[src/rtl/cflts_pkg.sv]
// ----------------------------------------------------------------------------
// cflts_pkg
// Shared widths, register indexes, status codes and types for the CFL
// time step core.
// ----------------------------------------------------------------------------
package cflts_pkg;

  localparam int DATA_W    = 32;
  localparam int CFL_W     = 17;
  localparam int GAMMA_W   = 19;
  localparam int LEVEL_W   = 5;
  localparam int STATUS_W  = 2;
  localparam int SPEED_W   = 33;
  localparam int SQ_W      = 64;
  localparam int ROOT_W    = 32;
  localparam int CFG_IDX_W = 2;

  // configuration register indexes
  localparam logic [CFG_IDX_W-1:0] REG_COURANT = 2'd0;
  localparam logic [CFG_IDX_W-1:0] REG_GAMMA   = 2'd1;
  localparam logic [CFG_IDX_W-1:0] REG_CAP     = 2'd2;

  localparam logic [CFL_W-1:0]   COURANT_RST = 17'd52429;
  localparam logic [GAMMA_W-1:0] GAMMA_RST   = 19'd109227;
  localparam logic [DATA_W-1:0]  CAP_RST     = 32'hFFFF_FFFF;

  // result status codes
  localparam logic [STATUS_W-1:0] ST_NORMAL = 2'd0;
  localparam logic [STATUS_W-1:0] ST_CAP    = 2'd1;
  localparam logic [STATUS_W-1:0] ST_ZDEN   = 2'd2;

  // classified cell word passed from front to back
  typedef struct packed {
    logic [DATA_W-1:0]  ax;
    logic [DATA_W-1:0]  ay;
    logic [DATA_W-1:0]  az;
    logic [DATA_W-1:0]  pressure;
    logic [DATA_W-1:0]  density;
    logic [LEVEL_W-1:0] level;
    logic               last_cell;
    logic               dzero;
  } cell_t;

  typedef enum logic [2:0] {
    B_IDLE, B_MUL, B_VSQRT, B_DIV, B_ASQRT, B_FOLD, B_TDIV, B_OUT
  } back_state_t;

  function automatic logic [DATA_W-1:0] abs32(input logic [DATA_W-1:0] v);
    abs32 = v[DATA_W-1] ? (~v + 1'b1) : v;
  endfunction

endpackage

[src/rtl/cflts_queue.sv]
// ----------------------------------------------------------------------------
// cflts_queue
// Two-entry queue of classified cell words between front and back.
// ----------------------------------------------------------------------------
module cflts_queue import cflts_pkg::*; (
  input  logic  clk,
  input  logic  rst,
  input  logic  push,
  input  cell_t push_word,
  output logic  full,
  input  logic  pop,
  output cell_t pop_word,
  output logic  empty
);

  cell_t       mem [2];
  logic        wptr;
  logic        rptr;
  logic [1:0]  count;

  assign full     = (count == 2'd2);
  assign empty    = (count == 2'd0);
  assign pop_word = mem[rptr];

  // storage
  always_ff @(posedge clk) begin
    if (push) begin
      mem[wptr] <= push_word;
    end
  end

  // pointers and fill count
  always_ff @(posedge clk) begin
    if (rst) begin
      wptr  <= 1'b0;
      rptr  <= 1'b0;
      count <= 2'd0;
    end else begin
      if (push) wptr <= ~wptr;
      if (pop)  rptr <= ~rptr;
      case ({push, pop})
        2'b10:   count <= count + 2'd1;
        2'b01:   count <= count - 2'd1;
        default: count <= count;
      endcase
    end
  end

endmodule

[config.mk]
export PLATFORM = sky130hd
export DESIGN_NAME = cflts_queue
export DESIGN_NICKNAME = d
export VERILOG_FILES = /design/src/rtl/cflts_pkg.sv /design/src/rtl/cflts_queue.sv
export SDC_FILE = /design/constraint.sdc
export NUM_CORES = 1
export LEC_CHECK = 0
export BUFFER_PORTS_ARGS = -buffer_cell sky130_fd_sc_hd__buf_2
export CORE_ASPECT_RATIO = 1.25
export CORE_MARGIN = 2
export CORE_UTILIZATION = 56
export DETAILED_ROUTE_END_ITERATION = 7
export PLACE_DENSITY = 0.91
export SLEW_MARGIN = 30
export SYNTH_ARGS = -nofsm -noshare
export SYNTH_HDL_FRONTEND = slang
export SYNTH_SLANG_ARGS = --single-unit
[constraint.sdc]
create_clock -name clk -period 14.5 [get_ports clk]
set_clock_uncertainty 0.15 [all_clocks]
set_input_delay 1.45 -clock clk [delete_from_list [all_inputs] [get_ports clk]]
set_output_delay 1.45 -clock clk [all_outputs]
set_load 0.01 [all_outputs]
==> metrics.txt <==
status finished, final reports clean; die area ~23000 sq um; critical path class reg2out; Max Root-Sink Buffers 3; Slew @ Worst Pin a little over 0.9 ns; RSZ-0062 raised after global routing false; area delta synth->final 23.91%; DRT iter0 DRCs around 500; IO buf count 339; crit-path max FO approximately 70; total wire length roughly 25000 microns; Clock Pin Slew Worst Setup and Hold Paths 0.06 ns; Non-Filler Instances 1210; post-synthesis adder-cell area fraction less than 1%; Placed Instances 1147; Post-DP HPWL 16420 microns; mean number of vias per cell around 5.3; Rows 60; area leader, netlist edfxtp_1; Initial Utilization between 50% and 60%; Leakage around 0.0058 uW; Num Clock Sinks around 340; synth top area cells edfxtp_1, mux2_2, buf_6; GRT overflow 0; post-route clock period utilization between 20% and 30%; crit end category output port; minimum clock period 4.069 ns; CP Launch Type register; first-pass GRT wire length 35230 microns; post-synth top area share 81.22%; # DRC 0; fmax about 250 MHz; synthesized area per cell 22.78 sq um; routed length per instance about 21 microns; mux cell area share after synthesis ~16%; Die Y 170.0 microns; vias in the first global route roughly 6600; Core Footprint ~22000 sq um; VDD IR max 0.1171 mV; Finished Cell Area approximately 15000 sq um; Final Hold Fails 0; syn_nets slightly above 700; Final Max Slew Viols 0; dpl cell area between 10000 and 15000 sq um; setup TNS 0 ns; Layout Nets roughly 1100; CTS Buf Count 30; Seq/Total Area, Yosys 82.03%; post-route ant nets 0; antenna violations before repair 8; Placer Congestion around 0.8; Rel. slew slack between 30% and 40%; clock latency on the worst-skew pair about 0.54 ns; largest family of logic cells by synthesized area multiplexers; Setup Buffers After CTS 0; CTS tree done; H-tree levels 1; total track usage roughly 20%; YS warnings 0; largest net degree at the start of global routing between 80 and 90; #FFs+latches synth approximately 340; R2R setup slack between 10 and 15 ns; Synth cell types 16; io pins between 300 and 400; CTS root buf clkbuf_16; fraction of synthesized cell area in xor and xnor cells 0.2837%; Final setup viols 0; Synth Area in Compound Gates less than 1%; 1st-pass router iterations 5; Hold WC Path Type reg2reg; Cell Area, Synth 12350 sq um; Required @ worst endpoint 12.90 ns; Die Wd around 140 microns; DR vias ~6400; CP arrival about 2.5 ns; CTS Hold Bufs 0; Post-Synthesis Cells 542; layout cells sized above 1 about 60%; CTS resizes 0; Synth Area in Simple Gates 0.3546%; MaxCap Viol Count 0; PD cells roughly 140 nW/um^2
-- metrics by stage --
| stage | power [uW] | util (%) | worst slack, ns | hold slack, ns |
|---|---|---|---|---|
| after floorplan | 1326 | - | 5.149 | 0.3114 |
| after global placement | 1403 | 65.94 | 10.87 | 0.3337 |
| after detailed placement | 1415 | 66.00 | 11.00 | 0.3594 |
| after CTS | 2221 | 70.68 | 10.42 | 0.3699 |
| after global routing | 2273 | 70.74 | 10.31 | 0.3857 |
| final | 2203 | 70.77 | 10.43 | 0.3691 |
-- per-layer routing --
layer | track usage [%] | share of wire, % | vias up
met1 | 21.40 | 35 | 3182
li1 | - | - | 2892
met4 | 8.606 | 3.9 | 2
met5 | 0 | 0.048 | -
met3 | 5.004 | 7.2 | 57
met2 | 37.72 | 54 | 276
-- cells by family after synthesis --
family | count (synthesis)
flip-flops | 339
XOR/XNOR | 4
AND/OR/NAND/NOR | 9
AO/OA/AOI/OAI | 2
buffers and inverters | 20
adder cells (fa/ha/maj) | 1
multiplexers | 167
-- report_power, final --
group	leakage, uW	switching [uW]	internal (uW)
clock	0.000502	330	479
combinational	0.00208	126	107
sequential	0.00318	16.7	1140
total	0.00576	472	1730
-- cells in the mapped netlist --
| master | instances |
|---|---|
| edfxtp_1 | 334 |
| mux2_2 | 157 |
| buf_6 | 16 |
| mux2_4 | 10 |
| nor2_1 | 6 |
| dfxtp_1 | 5 |
| buf_2 | 3 |
| xnor2_1 | 3 |
| a21oi_1 | 1 |
| and2_1 | 1 |
| and2b_2 | 1 |
| ha_1 | 1 |
| inv_1 | 1 |
| o21ai_0 | 1 |
| or3_1 | 1 |
| xor2_1 | 1 |
-- worst max-delay path, cell delays in order (launching register included) --
cell and delay, ns:
dfxtp_4 0.54, buf_4 0.74, mux2_2 0.44, buf_2 0.15
-- sequential cells by signal, summed over array words and instances, names as in the netlist, named ones only --
register	count
count	2
mem	334
rptr	1
wptr	1
-- path summary, 6_finish.rpt --
kind	start	to	cells after the start
hold reg to reg	rptr	rptr	2
setup / recovery	register	pop_word[125]	3
setup reg to reg	wptr	mem[0][69]	2
hold / removal	rptr	rptr	2
-- cell usage in the layout, fill, tap and decap left out --
cell / synthesis / routed
buf_2: 3 / 339
edfxtp_1: 334 / 334
mux2_2: 157 / 157
clkbuf_16: 0 / 31
mux2_4: 10 / 10
diode_2: 0 / 8
clkinv_2: 0 / 8
clkbuf_1: 0 / 6
nor2_1: 6 / 5
bufinv_16: 0 / 5
clkinv_1: 0 / 4
dfxtp_1: 5 / 4
xnor2_1: 3 / 3
buf_4: 0 / 3
buf_6: 16 / 3
and2_4: 0 / 1
inv_1: 1 / 1
nor2_4: 0 / 1
and2b_2: 1 / 1
xor2_1: 1 / 1
o21ai_0: 1 / 1
or3_1: 1 / 1
a21oi_1: 1 / 1
ha_1: 1 / 1
dfxtp_4: 0 / 1
inv_6: 0 / 1
-- final cells by class --
cell class              count  area, sq um
diodes                      8        20.02
clock buffers              37        798.3
clock inverters            18        214.0
fillers                  1346         6320
inverters                   1        3.754
multi-input cells         183         2029
flip-flops and latches    339        10130
well taps                 279        349.1
repair buffers            345         1753
Note: power is estimated with default switching activity, not from simulation.
