==> config.mk <==
export PLATFORM = sky130hd
export DESIGN_NAME = cflts_front
export DESIGN_NICKNAME = d
export VERILOG_FILES = /design/src/rtl/cflts_pkg.sv /design/src/rtl/cflts_front.sv
export SDC_FILE = /design/constraint.sdc
export NUM_CORES = 1
export LEC_CHECK = 0
export BUFFER_PORTS_ARGS = -buffer_cell sky130_fd_sc_hd__buf_4
export CELL_PAD_IN_SITES_DETAIL_PLACEMENT = 0
export CELL_PAD_IN_SITES_GLOBAL_PLACEMENT = 2
export CORE_ASPECT_RATIO = 1.25
export CORE_MARGIN = 2
export CORE_UTILIZATION = 14
export DETAILED_ROUTE_END_ITERATION = 8
export PLACE_DENSITY_LB_ADDON = 0.1
export SLEW_MARGIN = 10
export SYNTH_ARGS = -nofsm -noshare
export SYNTH_HDL_FRONTEND = slang
export SYNTH_SLANG_ARGS = --single-unit
==> constraint.sdc <==
create_clock -name vclk -period 3.1
set_clock_uncertainty 0.05 [all_clocks]
set_input_delay 0.465 -clock vclk [all_inputs]
set_output_delay 0.465 -clock vclk [all_outputs]
set_load 0.02 [all_outputs]
==> src/rtl/cflts_pkg.sv <==
// ----------------------------------------------------------------------------
// cflts_pkg
// Shared widths, register indexes, status codes and types for the CFL
// time step core.
// ----------------------------------------------------------------------------
package cflts_pkg;

  localparam int DATA_W    = 32;
  localparam int CFL_W     = 17;
  localparam int GAMMA_W   = 19;
  localparam int LEVEL_W   = 5;
  localparam int STATUS_W  = 2;
  localparam int SPEED_W   = 33;
  localparam int SQ_W      = 64;
  localparam int ROOT_W    = 32;
  localparam int CFG_IDX_W = 2;

  // configuration register indexes
  localparam logic [CFG_IDX_W-1:0] REG_COURANT = 2'd0;
  localparam logic [CFG_IDX_W-1:0] REG_GAMMA   = 2'd1;
  localparam logic [CFG_IDX_W-1:0] REG_CAP     = 2'd2;

  localparam logic [CFL_W-1:0]   COURANT_RST = 17'd52429;
  localparam logic [GAMMA_W-1:0] GAMMA_RST   = 19'd109227;
  localparam logic [DATA_W-1:0]  CAP_RST     = 32'hFFFF_FFFF;

  // result status codes
  localparam logic [STATUS_W-1:0] ST_NORMAL = 2'd0;
  localparam logic [STATUS_W-1:0] ST_CAP    = 2'd1;
  localparam logic [STATUS_W-1:0] ST_ZDEN   = 2'd2;

  // classified cell word passed from front to back
  typedef struct packed {
    logic [DATA_W-1:0]  ax;
    logic [DATA_W-1:0]  ay;
    logic [DATA_W-1:0]  az;
    logic [DATA_W-1:0]  pressure;
    logic [DATA_W-1:0]  density;
    logic [LEVEL_W-1:0] level;
    logic               last_cell;
    logic               dzero;
  } cell_t;

  typedef enum logic [2:0] {
    B_IDLE, B_MUL, B_VSQRT, B_DIV, B_ASQRT, B_FOLD, B_TDIV, B_OUT
  } back_state_t;

  function automatic logic [DATA_W-1:0] abs32(input logic [DATA_W-1:0] v);
    abs32 = v[DATA_W-1] ? (~v + 1'b1) : v;
  endfunction

endpackage

==> src/rtl/cflts_front.sv <==
// ----------------------------------------------------------------------------
// cflts_front
// Accepts cell words, takes velocity magnitudes and flags zero density.
// ----------------------------------------------------------------------------
module cflts_front import cflts_pkg::*; (
  input  logic                     in_valid,
  output logic                     in_ready,
  input  logic signed [DATA_W-1:0] vel_x,
  input  logic signed [DATA_W-1:0] vel_y,
  input  logic signed [DATA_W-1:0] vel_z,
  input  logic [DATA_W-1:0]        pressure,
  input  logic [DATA_W-1:0]        density,
  input  logic [LEVEL_W-1:0]       level,
  input  logic                     last_cell,
  output logic                     push,
  output cell_t                    push_word,
  input  logic                     full
);

  // accept whenever the queue has room
  assign in_ready = !full;
  assign push     = in_valid && !full;

  // classify the cell
  always_comb begin
    push_word.ax        = abs32(vel_x);
    push_word.ay        = abs32(vel_y);
    push_word.az        = abs32(vel_z);
    push_word.pressure  = pressure;
    push_word.density   = density;
    push_word.level     = level;
    push_word.last_cell = last_cell;
    push_word.dzero     = (density == '0);
  end

endmodule

==> results.toml, run 1 <==
[synth]
dominant_cell_by_count_in_the_synthesized_netlist = "xnor2_1"
synth_top_area_share_pct = 28.3
synth.top_cells.by_count = "xnor2_1, buf_4, o31ai_1"
syn_avg_cell_area_um2 = 7.12
synth.yosys.seq_area_share_pct = 0
post_synth_num_cell_types = 31
synth_area_leaders = "xnor2_1, buf_4, o31ai_1"
yosys_warnings = 0
synth.cell_area_um2 = 2690
synthCells = 378
yosysTopAreaCell = "xnor2_1"
synth_fp_nets = 549

[setup_path]
worstPathRequired_ps = 2580
path_buf_inv = 2
critical_path_class = "primary input to output port"
path_delay_family = "simple AND/OR/NAND/NOR gates"
timing.critical_path.slowest_cell_delay_ps = 600
start_kind = "primary input"
critical_path.slowest_cell = "or4b_4"
path_cells = "buf_4 -> or4_4 -> or4b_4 -> o41ai_2 -> xnor2_1 -> buf_4"
worstPathMaxFanout = 8
critical-path-top-cell-by-count = "buf_4"
timing.critical_path.arrival_ps = 2470
crit_path_end_kind = "output port"

[place]
port-buffer-count = 261
dp.final_hpwl_mm = 11.7
gpl.final_weighted_congestion = 0.759

[route]
drt_pre_antenna_iters = 4
top_layer = "met4"
avgViaCountPerCell = 4.35
drt_met1_wl_mm = 4.48
wl_per_cell_um = 16.8
met2WireLength_mm = 7.67
initialDrtViolationCount = 72
antenna_violating_nets_post_route = 0
detail_route.drc_violations = 0
met3_wirelength_mm = 1.20
num_vias = 3470
totalWireLength_mm = 13.4

[die]
start_util_pct = 14.3
dieWidth_um = 128
placementRows = 56
die_height_um = 159
floorplan.core_area_um2 = 18800
pin_count = 337
die_area_um2 = 20400

[power_and_ir_drop]
power.ir.vdd_worst_uv = 83.8
power_leakage_uw = 0.00181
p_per_area_nw_per_um2 = 192
finalPower_uw = 852

[finish]
fillerInstances = 2134
fin_nets = 739
design.seq.count = 0
final_layout_size_suffix_gt1_share_pct = 50.9
area_delta_synth_final_pct = 64.6
utilization_pct = 23.6
sequential_cell_area_um2 = 0
antenna_diode_count = 0
num-clock-buffers = 0

[sta]
worst_slew_margin_rel_pct = 59.1
number_of_failing_hold_endpoints_at_the_final_stage = 0
grt_setup_unrepaired = "false"
totalNegativeSetupSlack_ps = 0
worstMarginPinSlew_ps = 612
drv_slew = 0
final.period_utilization_pct = 96.4
fin_crit_ps = 2990
timing.final.setup_violations = 0
max_freq_mhz = 335

[clock_tree]
post_cts_buffers = 0
post_cts.resized_instances = 0
hold_buffers = 0

[grt]
vias_in_the_first_global_route = 3524
grt_use_total_pct = 11.9
maximum_number_of_pins_on_one_net_before_global_route_repair = 33
grt_overflow_total = 0
first_pass_grt_wire_length_mm = 19.7
antenna_violations_before_repair = 0

[hold_path]
worst_hold_path_type = "primary input to output port"

[run_status]
result_of_the_run = "finished clean"

[flow_run]
cap_viol_max_count = 0
path summary, 6_finish.rpt:
kind | startpoint | to | slack, ps | cells past startpoint
max | vel_z[20] | push_word[101] | 110 | 6
min | pressure[11] | push_word[50] | 880 | 0
per-layer routing:
layer,track usage (%),up-vias
met5,0,-
met4,0.849,0
met3,2.89,14
met2,26.0,176
met1,11.2,1590
li1,-,1690
logic make-up (layout without fill, tap and decap cells):
group / count (synthesis) / count (layout) / share of synthesized area, %
adder cells (fa/ha/maj): 3 / 3 / 1.39
AND/OR/NAND/NOR: 118 / 118 / 25.1
XOR/XNOR: 87 / 87 / 28.3
AO/OA/AOI/OAI: 77 / 77 / 21.8
buffers and inverters: 93 / 281 / 23.4
through the flow:
stage                     hold slack, ps  area (µm²)  worst slack, ps  std cells
after floorplan                      957        2690              140        378
after global placement               880        4430              121        798
after CTS                            880        4430              122        798
after detailed placement             880        4430              136        798
after global routing                 880        4430             75.2        798
final                                880        4430              112        798
cell type report:
type / instances / area (µm²) / area share [%]
well taps: 232 / 290 / 6.55
inverters: 8 / 30.0 / 0.678
multi-input cells: 285 / 2060 / 46.5
repair buffers: 273 / 2050 / 46.3
power breakdown:
part | internal (µW) | switching, µW | leakage [µW]
sequential | 0 | 0 | 0
clock | 0 | 0 | 0
combinational | 399 | 453 | 0.00181
cell usage in the layout, fill, tap and decap left out, drive strengths merged, types with 7 or more instances in the layout:
master / netlist / final
buf: 76 / 273
inv: 8 / 8
nand2: 29 / 29
nand4: 10 / 10
nor2: 10 / 10
nor3: 8 / 8
nor4: 19 / 19
o21ai: 25 / 25
o31ai: 31 / 31
o41ai: 21 / 21
or3: 10 / 10
or4: 7 / 7
xnor2: 87 / 87
Power figures use the tool's default switching activity.
==> inputs of run 2 (changes only) <==
--- a/config.mk
+++ b/config.mk
@@ -15,2 +15,4 @@
 export PLACE_DENSITY_LB_ADDON = 0.1
+export REMOVE_ABC_BUFFERS = 1
+export SETUP_SLACK_MARGIN = 0.5
 export SLEW_MARGIN = 10
--- a/constraint.sdc
+++ b/constraint.sdc
@@ -4,2 +4,2 @@
 set_output_delay 0.465 -clock vclk [all_outputs]
-set_load 0.02 [all_outputs]
+set_load 0.1 [all_outputs]
==> run 2 against run 1 <==
Critical path depth unchanged. Largest cell class unchanged. Sequential share of layout area did not move. Global-route usage up 1.4 points. Critical endpoint is now push_word[134]. Clock-buffer cell count unchanged. Utilization up 6.7 points.
==> results.toml, run 2 (synthesis gave the netlist of run 1 again) <==
[route]
num_vias = 3686
antenna_violating_nets_post_route = 0
avgViaCountPerCell = 4.48
drt_pre_antenna_iters = 4
detail_route.drc_violations = 0
initialDrtViolationCount = 85
wl_per_cell_um = 18.7
totalWireLength_mm = 15.4

[sta]
max_freq_mhz = 337
fin_crit_ps = 2960
final.period_utilization_pct = 95.6
totalNegativeSetupSlack_ps = 0
worst_slew_margin_rel_pct = 63.4
drv_slew = 0
worstMarginPinSlew_ps = 549
number_of_failing_hold_endpoints_at_the_final_stage = 0
timing.final.setup_violations = 0
finalWorstSetupSlack_ps = 137
grt_setup_unrepaired = "true"

[grt]
vias_in_the_first_global_route = 3734
first_pass_grt_wire_length_mm = 21.7
maximum_number_of_pins_on_one_net_before_global_route_repair = 33
antenna_violations_before_repair = 0
grt_overflow_total = 0
grt_use_total_pct = 13.3

[place]
gpl.final_weighted_congestion = 0.724
port-buffer-count = 261
place.detailed.instances = 799
worst_slack_placed_ps = 36.4
dp.final_hpwl_mm = 12.5

[setup_path]
timing.critical_path.from = "vel_y[28]"
timing.critical_path.slowest_cell_delay_ps = 510
start_kind = "primary input"
timing.critical_path.arrival_ps = 2450
worstPathMaxFanout = 2
path_cells = "buf_6 -> or3_4 -> or4_4 -> or4b_4 -> nor4_4 -> buf_6"
path_buf_inv = 2
critical-path-top-cell-by-count = "buf_6"
worstPathRequired_ps = 2580
crit_path_end_kind = "output port"
critical_path.slowest_cell = "or4b_4"
path_delay_family = "simple AND/OR/NAND/NOR gates"
critical_path_class = "primary input to output port"

[die]
die_height_um = 159
dieWidth_um = 128
pin_count = 337
start_util_pct = 14.3
placementRows = 56
floorplan.core_area_um2 = 18800
die_area_um2 = 20400

[hold_path]
worst_hold_path_startpoint = "last_cell"
worst_hold_path_type = "primary input to output port"

[finish]
top_library_cells_by_usage_in_the_layout_fill_and_taps_aside = "buf_4, xnor2_1, buf_6"
layoutNonFillerInstCount = 822
design.seq.count = 0
sequential_cell_area_um2 = 0
num-clock-buffers = 0
fin_nets = 763
area_delta_synth_final_pct = 112
antenna_diode_count = 0
fillerInstances = 2053
layout_commonest_cell = "buf_4"
final_layout_size_suffix_gt1_share_pct = 64.4

[flow_run]
cap_viol_max_count = 0

[clock_tree]
hold_buffers = 0

[power_and_ir_drop]
power_leakage_uw = 0.00236
p_per_area_nw_per_um2 = 338
power.ir.vdd_worst_uv = 138

[run_status]
result_of_the_run = "finished clean"
## run 2: cell types whose count changed in the layout (fill, tap and decap cells not counted), sizes merged
cell / delta
nand3: +1
buf: +23
## run 2: where the power goes
part | internal, µW | switching, µW
sequential | 0 | 0
combinational | 501 | 1420
clock | 0 | 0
## run 2: routing by layer
metal	vias up	track usage, %	part of all wire [%]
met5	-	1.96	0.36
met4	2	0.450	0.27
met3	4	6.49	11
met2	193	25.0	52
met1	1744	13.9	36
li1	1743	-	-
## run 2: path summary, 6_finish.rpt
kind	depth (start not counted)	slack (ps)	end
worst min-delay path	0	880	push_word[1]
worst max-delay path	6	140	push_word[134]
## run 2: per-stage QoR
step	area, µm²	total power (µW)	util (%)	hold slack, ps
2_1_floorplan	2090	1110	-	880
3_3_place_gp	4440	1780	23.6	881
3_5_place_dp	4440	1780	23.6	881
4_1_cts	5100	1870	27.2	881
5_1_grt	5690	1980	30.3	881
6_report	5690	1930	30.3	880
## run 2: what timing repair did
action	in CTS	in global routing
cloned	1	3
setup buffers	10	9
pin swaps	33	37
endpoints found under the setup margin	57	59
resized for setup	113	94
## run 2: cell type report
type               count  area [µm²]  share of cell area, %
repair buffers       296        2550                   44.8
well taps            232         290                   5.10
multi-input cells    286        2830                   49.6
inverters              8        30.0                  0.527
